--- src/hw/rtl/lr_pkg.sv ---
// shared types and field widths for the line rasterizer
`default_nettype none

package lr_pkg;

    localparam int COORD_W = 6;
    localparam int GLYPH_W = 8;
    localparam int ERR_W   = 10;

    localparam int S_TDATA_W = 4 * COORD_W + GLYPH_W;
    localparam int M_TDATA_W = 24;

    // controller to datapath
    typedef struct packed {
        logic load;
        logic setup;
        logic step;
    } lr_cmd_t;

    // datapath to controller
    typedef struct packed {
        logic last;
    } lr_sts_t;

endpackage

`default_nettype wire

--- src/hw/rtl/line_rasterizer_unit.sv ---
// Line rasterizer: turns one line command into the stream of its grid points.
// Input beat on s_*: start point, end point and glyph; coordinates above
// GRID_SIZE-1 are clamped to GRID_SIZE-1. Output beats on m_*: one per
// point, from start to end, each carrying the glyph; m_tlast marks the end
// point. A line with major span N gives N+1 beats.
// Timing: s_tready is high only while no command is in progress. After the
// accept cycle the setup state computes the spans, then the first point is
// presented. The single error accumulator advances one point per beat.
// When the receiver stalls, the current point is held in the point
// registers unchanged and the walk waits. The next command is accepted in the
// cycle after the last point is taken.
// Reset (aresetn low, synchronous) returns the sequencer to idle; any walk in
// progress is dropped. No other state survives between commands.
`default_nettype none

module line_rasterizer_unit
    import lr_pkg::*;
#(
    parameter int GRID_SIZE = 64
) (
    input  wire logic                 aclk,
    input  wire logic                 aresetn,
    input  wire logic                 s_tvalid,
    output logic                      s_tready,
    // x_start[5:0], y_start[11:6], x_end[17:12], y_end[23:18], glyph[31:24]
    input  wire logic [S_TDATA_W-1:0] s_tdata,
    output logic                      m_tvalid,
    input  wire logic                 m_tready,
    // point_x[5:0], point_y[11:6], point_glyph[19:12], zero[23:20]
    output logic [M_TDATA_W-1:0]      m_tdata,
    output logic                      m_tlast
);

    lr_cmd_t            cmd;
    lr_sts_t            sts;
    logic [COORD_W-1:0] point_x, point_y;
    logic [GLYPH_W-1:0] point_glyph;

    lr_ctrl u_ctrl (
        .aclk     (aclk),
        .aresetn  (aresetn),
        .s_tvalid (s_tvalid),
        .s_tready (s_tready),
        .m_tvalid (m_tvalid),
        .m_tready (m_tready),
        .sts      (sts),
        .cmd      (cmd)
    );

    lr_dp #(
        .GRID_SIZE (GRID_SIZE)
    ) u_dp (
        .aclk        (aclk),
        .s_tdata     (s_tdata),
        .cmd         (cmd),
        .sts         (sts),
        .point_x     (point_x),
        .point_y     (point_y),
        .point_glyph (point_glyph)
    );

    assign m_tdata = {{(M_TDATA_W - 2*COORD_W - GLYPH_W){1'b0}}, point_glyph, point_y, point_x};
    assign m_tlast = sts.last;

    localparam logic [COORD_W-1:0] MAX_COORD = COORD_W'(GRID_SIZE - 1);

    a_one_cmd: assert property (@(posedge aclk) disable iff (!aresetn)
        m_tvalid |-> !s_tready)
        else $error("input taken while a line is being walked");

    a_setup_gap: assert property (@(posedge aclk) disable iff (!aresetn)
        (s_tvalid && s_tready) |=> (!m_tvalid && !s_tready))
        else $error("no setup cycle after command accept");

    a_end_idle: assert property (@(posedge aclk) disable iff (!aresetn)
        (m_tvalid && m_tready && m_tlast) |=> (s_tready && !m_tvalid))
        else $error("walk did not end after the last point");

    a_in_grid: assert property (@(posedge aclk) disable iff (!aresetn)
        m_tvalid |-> (point_x <= MAX_COORD && point_y <= MAX_COORD))
        else $error("point outside the grid");

endmodule

`default_nettype wire

--- src/hw/rtl/lr_ctrl.sv ---
// sequencer for the line walk: accept, setup, one point per beat
`default_nettype none

module lr_ctrl
    import lr_pkg::*;
(
    input  wire logic    aclk,
    input  wire logic    aresetn,
    input  wire logic    s_tvalid,
    output logic         s_tready,
    output logic         m_tvalid,
    input  wire logic    m_tready,
    input  wire lr_sts_t sts,
    output lr_cmd_t      cmd
);

    localparam logic [1:0] ST_IDLE  = 2'd0;
    localparam logic [1:0] ST_SETUP = 2'd1;
    localparam logic [1:0] ST_WALK  = 2'd2;

    logic [1:0] state_reg;
    logic [1:0] state_next;

    always_comb begin
        state_next = state_reg;
        case (state_reg)
            ST_IDLE: begin
                if (s_tvalid) begin
                    state_next = ST_SETUP;
                end
            end
            ST_SETUP: begin
                state_next = ST_WALK;
            end
            ST_WALK: begin
                if (m_tready && sts.last) begin
                    state_next = ST_IDLE;
                end
            end
            default: begin
                state_next = ST_IDLE;
            end
        endcase
    end

    always_ff @(posedge aclk) begin
        if (!aresetn) begin
            state_reg <= ST_IDLE;
        end else begin
            state_reg <= state_next;
        end
    end

    assign s_tready  = (state_reg == ST_IDLE);
    assign m_tvalid  = (state_reg == ST_WALK);
    assign cmd.load  = s_tready && s_tvalid;
    assign cmd.setup = (state_reg == ST_SETUP);
    assign cmd.step  = m_tvalid && m_tready && !sts.last;

endmodule

`default_nettype wire

--- src/hw/rtl/lr_dp.sv ---
// datapath: clamped endpoints, spans, error accumulator and point registers
`default_nettype none

module lr_dp
    import lr_pkg::*;
#(
    parameter int GRID_SIZE = 64
) (
    input  wire logic               aclk,
    input  wire logic [S_TDATA_W-1:0] s_tdata,
    input  wire lr_cmd_t            cmd,
    output lr_sts_t                 sts,
    output logic [COORD_W-1:0]      point_x,
    output logic [COORD_W-1:0]      point_y,
    output logic [GLYPH_W-1:0]      point_glyph
);

    localparam logic [COORD_W-1:0] MAX_COORD = COORD_W'(GRID_SIZE - 1);

    function automatic logic [COORD_W-1:0] clamp(input logic [COORD_W-1:0] v);
        clamp = (v > MAX_COORD) ? MAX_COORD : v;
    endfunction

    logic [COORD_W-1:0] in_xs, in_ys, in_xe, in_ye;

    logic [COORD_W-1:0] x_reg, x_next, y_reg, y_next;
    logic [COORD_W-1:0] xe_reg, xe_next, ye_reg, ye_next;
    logic [GLYPH_W-1:0] glyph_reg, glyph_next;
    logic [COORD_W-1:0] major_reg, major_next, minor_reg, minor_next;
    logic [COORD_W-1:0] cnt_reg, cnt_next;
    logic               xmaj_reg, xmaj_next, xdec_reg, xdec_next, ydec_reg, ydec_next;
    logic signed [ERR_W-1:0] err_reg, err_next;

    logic [COORD_W-1:0] ax, ay;
    logic               minor_step;
    logic signed [ERR_W-1:0] err_add;
    logic [COORD_W-1:0] x_adv, y_adv;

    assign in_xs = clamp(s_tdata[COORD_W-1:0]);
    assign in_ys = clamp(s_tdata[2*COORD_W-1:COORD_W]);
    assign in_xe = clamp(s_tdata[3*COORD_W-1:2*COORD_W]);
    assign in_ye = clamp(s_tdata[4*COORD_W-1:3*COORD_W]);

    assign ax = (xe_reg >= x_reg) ? (xe_reg - x_reg) : (x_reg - xe_reg);
    assign ay = (ye_reg >= y_reg) ? (ye_reg - y_reg) : (y_reg - ye_reg);

    // error is scaled by twice the major span; a tie does not step
    assign err_add    = err_reg + $signed({3'b000, minor_reg, 1'b0});
    assign minor_step = err_add > $signed({4'b0000, major_reg});
    assign x_adv      = xdec_reg ? (x_reg - COORD_W'(1)) : (x_reg + COORD_W'(1));
    assign y_adv      = ydec_reg ? (y_reg - COORD_W'(1)) : (y_reg + COORD_W'(1));

    always_comb begin
        x_next     = x_reg;
        y_next     = y_reg;
        xe_next    = xe_reg;
        ye_next    = ye_reg;
        glyph_next = glyph_reg;
        major_next = major_reg;
        minor_next = minor_reg;
        cnt_next   = cnt_reg;
        xmaj_next  = xmaj_reg;
        xdec_next  = xdec_reg;
        ydec_next  = ydec_reg;
        err_next   = err_reg;
        if (cmd.load) begin
            x_next     = in_xs;
            y_next     = in_ys;
            xe_next    = in_xe;
            ye_next    = in_ye;
            glyph_next = s_tdata[S_TDATA_W-1:4*COORD_W];
        end else if (cmd.setup) begin
            xmaj_next  = (ax >= ay);
            major_next = (ax >= ay) ? ax : ay;
            minor_next = (ax >= ay) ? ay : ax;
            xdec_next  = (xe_reg < x_reg);
            ydec_next  = (ye_reg < y_reg);
            cnt_next   = '0;
            err_next   = '0;
        end else if (cmd.step) begin
            cnt_next = cnt_reg + COORD_W'(1);
            if (minor_step) begin
                err_next = err_add - $signed({3'b000, major_reg, 1'b0});
            end else begin
                err_next = err_add;
            end
            if (xmaj_reg || minor_step) begin
                x_next = x_adv;
            end
            if (!xmaj_reg || minor_step) begin
                y_next = y_adv;
            end
        end
    end

    always_ff @(posedge aclk) begin
        x_reg     <= x_next;
        y_reg     <= y_next;
        xe_reg    <= xe_next;
        ye_reg    <= ye_next;
        glyph_reg <= glyph_next;
        major_reg <= major_next;
        minor_reg <= minor_next;
        cnt_reg   <= cnt_next;
        xmaj_reg  <= xmaj_next;
        xdec_reg  <= xdec_next;
        ydec_reg  <= ydec_next;
        err_reg   <= err_next;
    end

    assign sts.last    = (cnt_reg == major_reg);
    assign point_x     = x_reg;
    assign point_y     = y_reg;
    assign point_glyph = glyph_reg;

endmodule

`default_nettype wire

--- config.mk ---
export PLATFORM = sky130hd
export DESIGN_NAME = line_rasterizer_unit
export DESIGN_NICKNAME = d
export VERILOG_FILES = /design/src/hw/rtl/lr_pkg.sv /design/src/hw/rtl/line_rasterizer_unit.sv /design/src/hw/rtl/lr_ctrl.sv /design/src/hw/rtl/lr_dp.sv
export SDC_FILE = /design/constraint.sdc
export NUM_CORES = 1
export LEC_CHECK = 0
export BUFFER_PORTS_ARGS = -buffer_cell sky130_fd_sc_hd__buf_2
export CORE_MARGIN = 2
export CORE_UTILIZATION = 40
export DETAILED_ROUTE_END_ITERATION = 8
export SLEW_MARGIN = 10
export SYNTH_ARGS = -nofsm -noshare
export SYNTH_HDL_FRONTEND = slang
export SYNTH_HIERARCHICAL = 1
export SYNTH_SLANG_ARGS = --single-unit
--- constraint.sdc ---
create_clock -name aclk -period 4.8 [get_ports aclk]
set_input_delay 0 -clock aclk [delete_from_list [all_inputs] [get_ports aclk]]
set_output_delay 0 -clock aclk [all_outputs]
set_load 0.01 [all_outputs]
==> qor.yml <==
min_path:
  holdPathStages: 4
  hp-class: "in -> reg"
sta:
  slew_violations: 0
  fin_tns_setup_ns: 0
  rsz0062_at_grt: "no"
  final-hold-violation-count: 0
  fmax_mhz: 243
  layout_min_cycle_time_ns: 4.12
  setup_viol: 0
  period_share: 0.859
  fin_skew_ns: 0.00367
  worstMarginPinSlew_ns: 0.725
  fin_hold_ws_ns: 0.0381
  timing.slew.headroom: 0.515
grt:
  grt_pass1_wl_um: 15800
  grt_pass1_vias: 3487
  grt.total_usage: 0.156
  antenna_found_initial: 0
  grt_max_degree: 47
  gr-total-overflow: 0
clock_network:
  cts_tree: "done"
  htreeDepth: 3
  clockBufferDepth: 2
  cts_root_buffer: "clkbuf_16"
  worstSkewPairLatency_ns: 0.32
  clkTransAtPathRegs_ns: 0.05
  post_cts_resized: 0
  cts_num_sinks: 64
  cts_buffers: 9
worst_setup_path:
  crit_path_end_kind: "flop"
  cp_common_cell: "inv_1"
  path_buf_inv: 3
  crit_chain: "inv_1 -> ha_1 -> inv_1 -> fa_1 -> a21o_1 -> a41oi_2 -> o221ai_2 -> mux2_4 -> o22ai_1 -> xnor2_1 -> inv_1 -> ha_1 -> a21oi_1 -> nand2_1 -> mux2_1"
  crit_family: "compound AO/OA/AOI/OAI gates"
  cp.required_ns: 4.86
  critPathSlowestCell: "mux2_1"
  reg2reg_depth: 15
  worstPathArrival_ns: 4.19
  cpPeakStageDelay_ns: 0.47
  cp_max_fo: 16
  cp-start-kind: "flop"
  critical_path_class: "reg -> reg"
  critical_path_cell_count: 15
final_layout:
  drive_gt1_frac: 0.176
  layout.nets: 627
  syn_to_final_growth_pct: 22.4
  largest_reg_flops: 9
  layout_common_cells: "edfxtp_1 (62), buf_2 (58), ha_1 (54), inv_1 (51), dlygate4sd3_1 (34)"
  final_common_cell: "edfxtp_1"
  final_core_util: 0.502
  postLayoutCellArea_mm2: 0.00573
  diodes: 0
detailed_routing:
  vias_per_cell: 4.95
  remaining_drc_errors: 0
  wl_per_cell_um: 13.8
  drtPass1Iterations: 6
  ant_nets: 0
  vias: 3343
  drt_wl_total_um: 9340
  drt_iter0_drc: 115
power:
  p_clk_frac: 0.206
  p_comb_frac: 0.525
  p_int_w: 0.00199
  peakVddDrop_mv: 0.264
  powerDensity_mw_per_mm2: 565
  sw_frac_of_total: 0.385
  pwr-share-seq: 0.269
  finalPower_w: 0.00324
  switching_power_w: 0.00125
  p_leak_nw: 2.51
logic_synthesis:
  ys_ff_latch: 64
  syn_inst: 442
  synth-main-ff-cell: "edfxtp_1"
  ys_seq_area_frac: 0.406
  synth-async-reset-ratio: 0
  synth_area_mm2: 0.00468
  synth_edf_count: 62
  synth.distinct_cells: 57
  syn_avg_cell_area_um2: 10.6
  yosysWarnings: 6
floorplan:
  die_w_um: 112
  boundaryPins: 63
  start_util: 0.410
  design.core.area_mm2: 0.0114
  die_area_mm2: 0.0126
  die_h_um: 112
  fp-row-count: 39
place:
  dpl.hpwl_um: 7080
  gp_congestion: 0.877
  dpl_cell_area_mm2: 0.00509
  portBuffers: 58
run:
  max-cap-violations: 0
status:
  status: "completed"
[worst register-to-register path, delay by kind of cell, from the launching register on]
kind                       cells  cell delay, ns
AOI/OAI and AO/OA              5            0.96
DFF                            1            0.40
muxes                          2            0.84
xor gates and xnor gates       1            0.20
and+or+nand+nor                1            0.40
adders and majority gates      3            0.84
buffers and inverters          3            0.22
[synthesized netlist by cell type, drive strengths merged (2+ instances only)]
master,instances,area (µm²)
edfxtp,62,1860
dfxtp,2,40.0
xor2,17,149
mux2i,18,180
o21ai,18,90.1
nand2,25,93.8
nand4b,2,17.5
nor3,4,20.0
and2b,2,17.5
and2,2,12.5
o21bai,4,30.0
a21o,14,105
a211oi,9,72.6
a31oi,3,25.0
fa,8,160
nor2,29,109
nand4,3,18.8
nand3,4,20.0
mux2,6,71.3
a21oi,35,194
xnor2,21,184
and3,2,12.5
buf,5,33.8
ha,54,676
nor2b,4,27.5
o211ai,2,15.0
clkbuf,17,63.8
inv,52,195
o31ai,2,20.0
[cell families after synthesis]
group           after synthesis  synth area share
compound gates               96             0.142
simple gates                 83            0.0850
buf+inv                      74            0.0625
flops                        64             0.406
fa+ha+maj                    62             0.178
xor+xnor                     38            0.0711
mux                          24            0.0537
other cells                   1          0.000801
[metrics by stage]
| stage | setup WS (ns) | instances |
|---|---|---|
| global route | 0.435 | 676 |
| detailed placement | 0.763 | 627 |
| global placement | 0.891 | 627 |
| finish | 0.676 | 676 |
| floorplan | 1.11 | 445 |
| CTS | 0.714 | 676 |
[what timing repair did]
item,in CTS,in global routing
hold buffers,34,0
setup endpoints to repair,0,0
hold endpoints to repair,34,0
setup buffers,0,0
[routing by layer]
metal	GRT usage	part of all wire	vias up
li1	-	-	1722
met1	0.186	0.46	1560
met2	0.280	0.49	55
met3	0.0340	0.032	6
met4	0.0520	0.014	0
met5	0	0	-
[worst paths after layout]
| kind | start | end | slack, ns |
|---|---|---|---|
| setup / recovery | u_dp/xe_reg[0]$_SDFFCE_PN1P_ | u_dp/minor_reg[2]$_DFFE_PP_ | 0.68 |
| hold / removal | m_tready | u_ctrl/state_reg[1]$_SDFFE_PN0P_ | 0.04 |
| setup reg to reg | u_dp/xe_reg[0]$_SDFFCE_PN1P_ | u_dp/minor_reg[2]$_DFFE_PP_ | 0.68 |
| hold reg to reg | u_ctrl/state_reg[0]$_SDFFE_PN0P_ | u_ctrl/state_reg[0]$_SDFFE_PN0P_ | 0.61 |
[final cells by class]
cell class                 count  area (µm²)
tap                          143         179
multi-input combinational    307        2500
clock buffer                  11         233
sequential                    64        1900
inverter                      52         195
clock inverter                 4        70.1
timing repair buffer          95         653
fill                        1045        5690
[power by group through the flow]
stage                     combinational [W]  clock (W)  sequential [W]
after detailed placement            0.00168          0        0.000881
final                               0.00170   0.000667        0.000870
after floorplan                     0.00132          0        0.000876
after global routing                0.00192   0.000710        0.000883
after global placement              0.00164          0        0.000878
after CTS                           0.00171   0.000689        0.000871
Power figures use the tool's default switching activity.
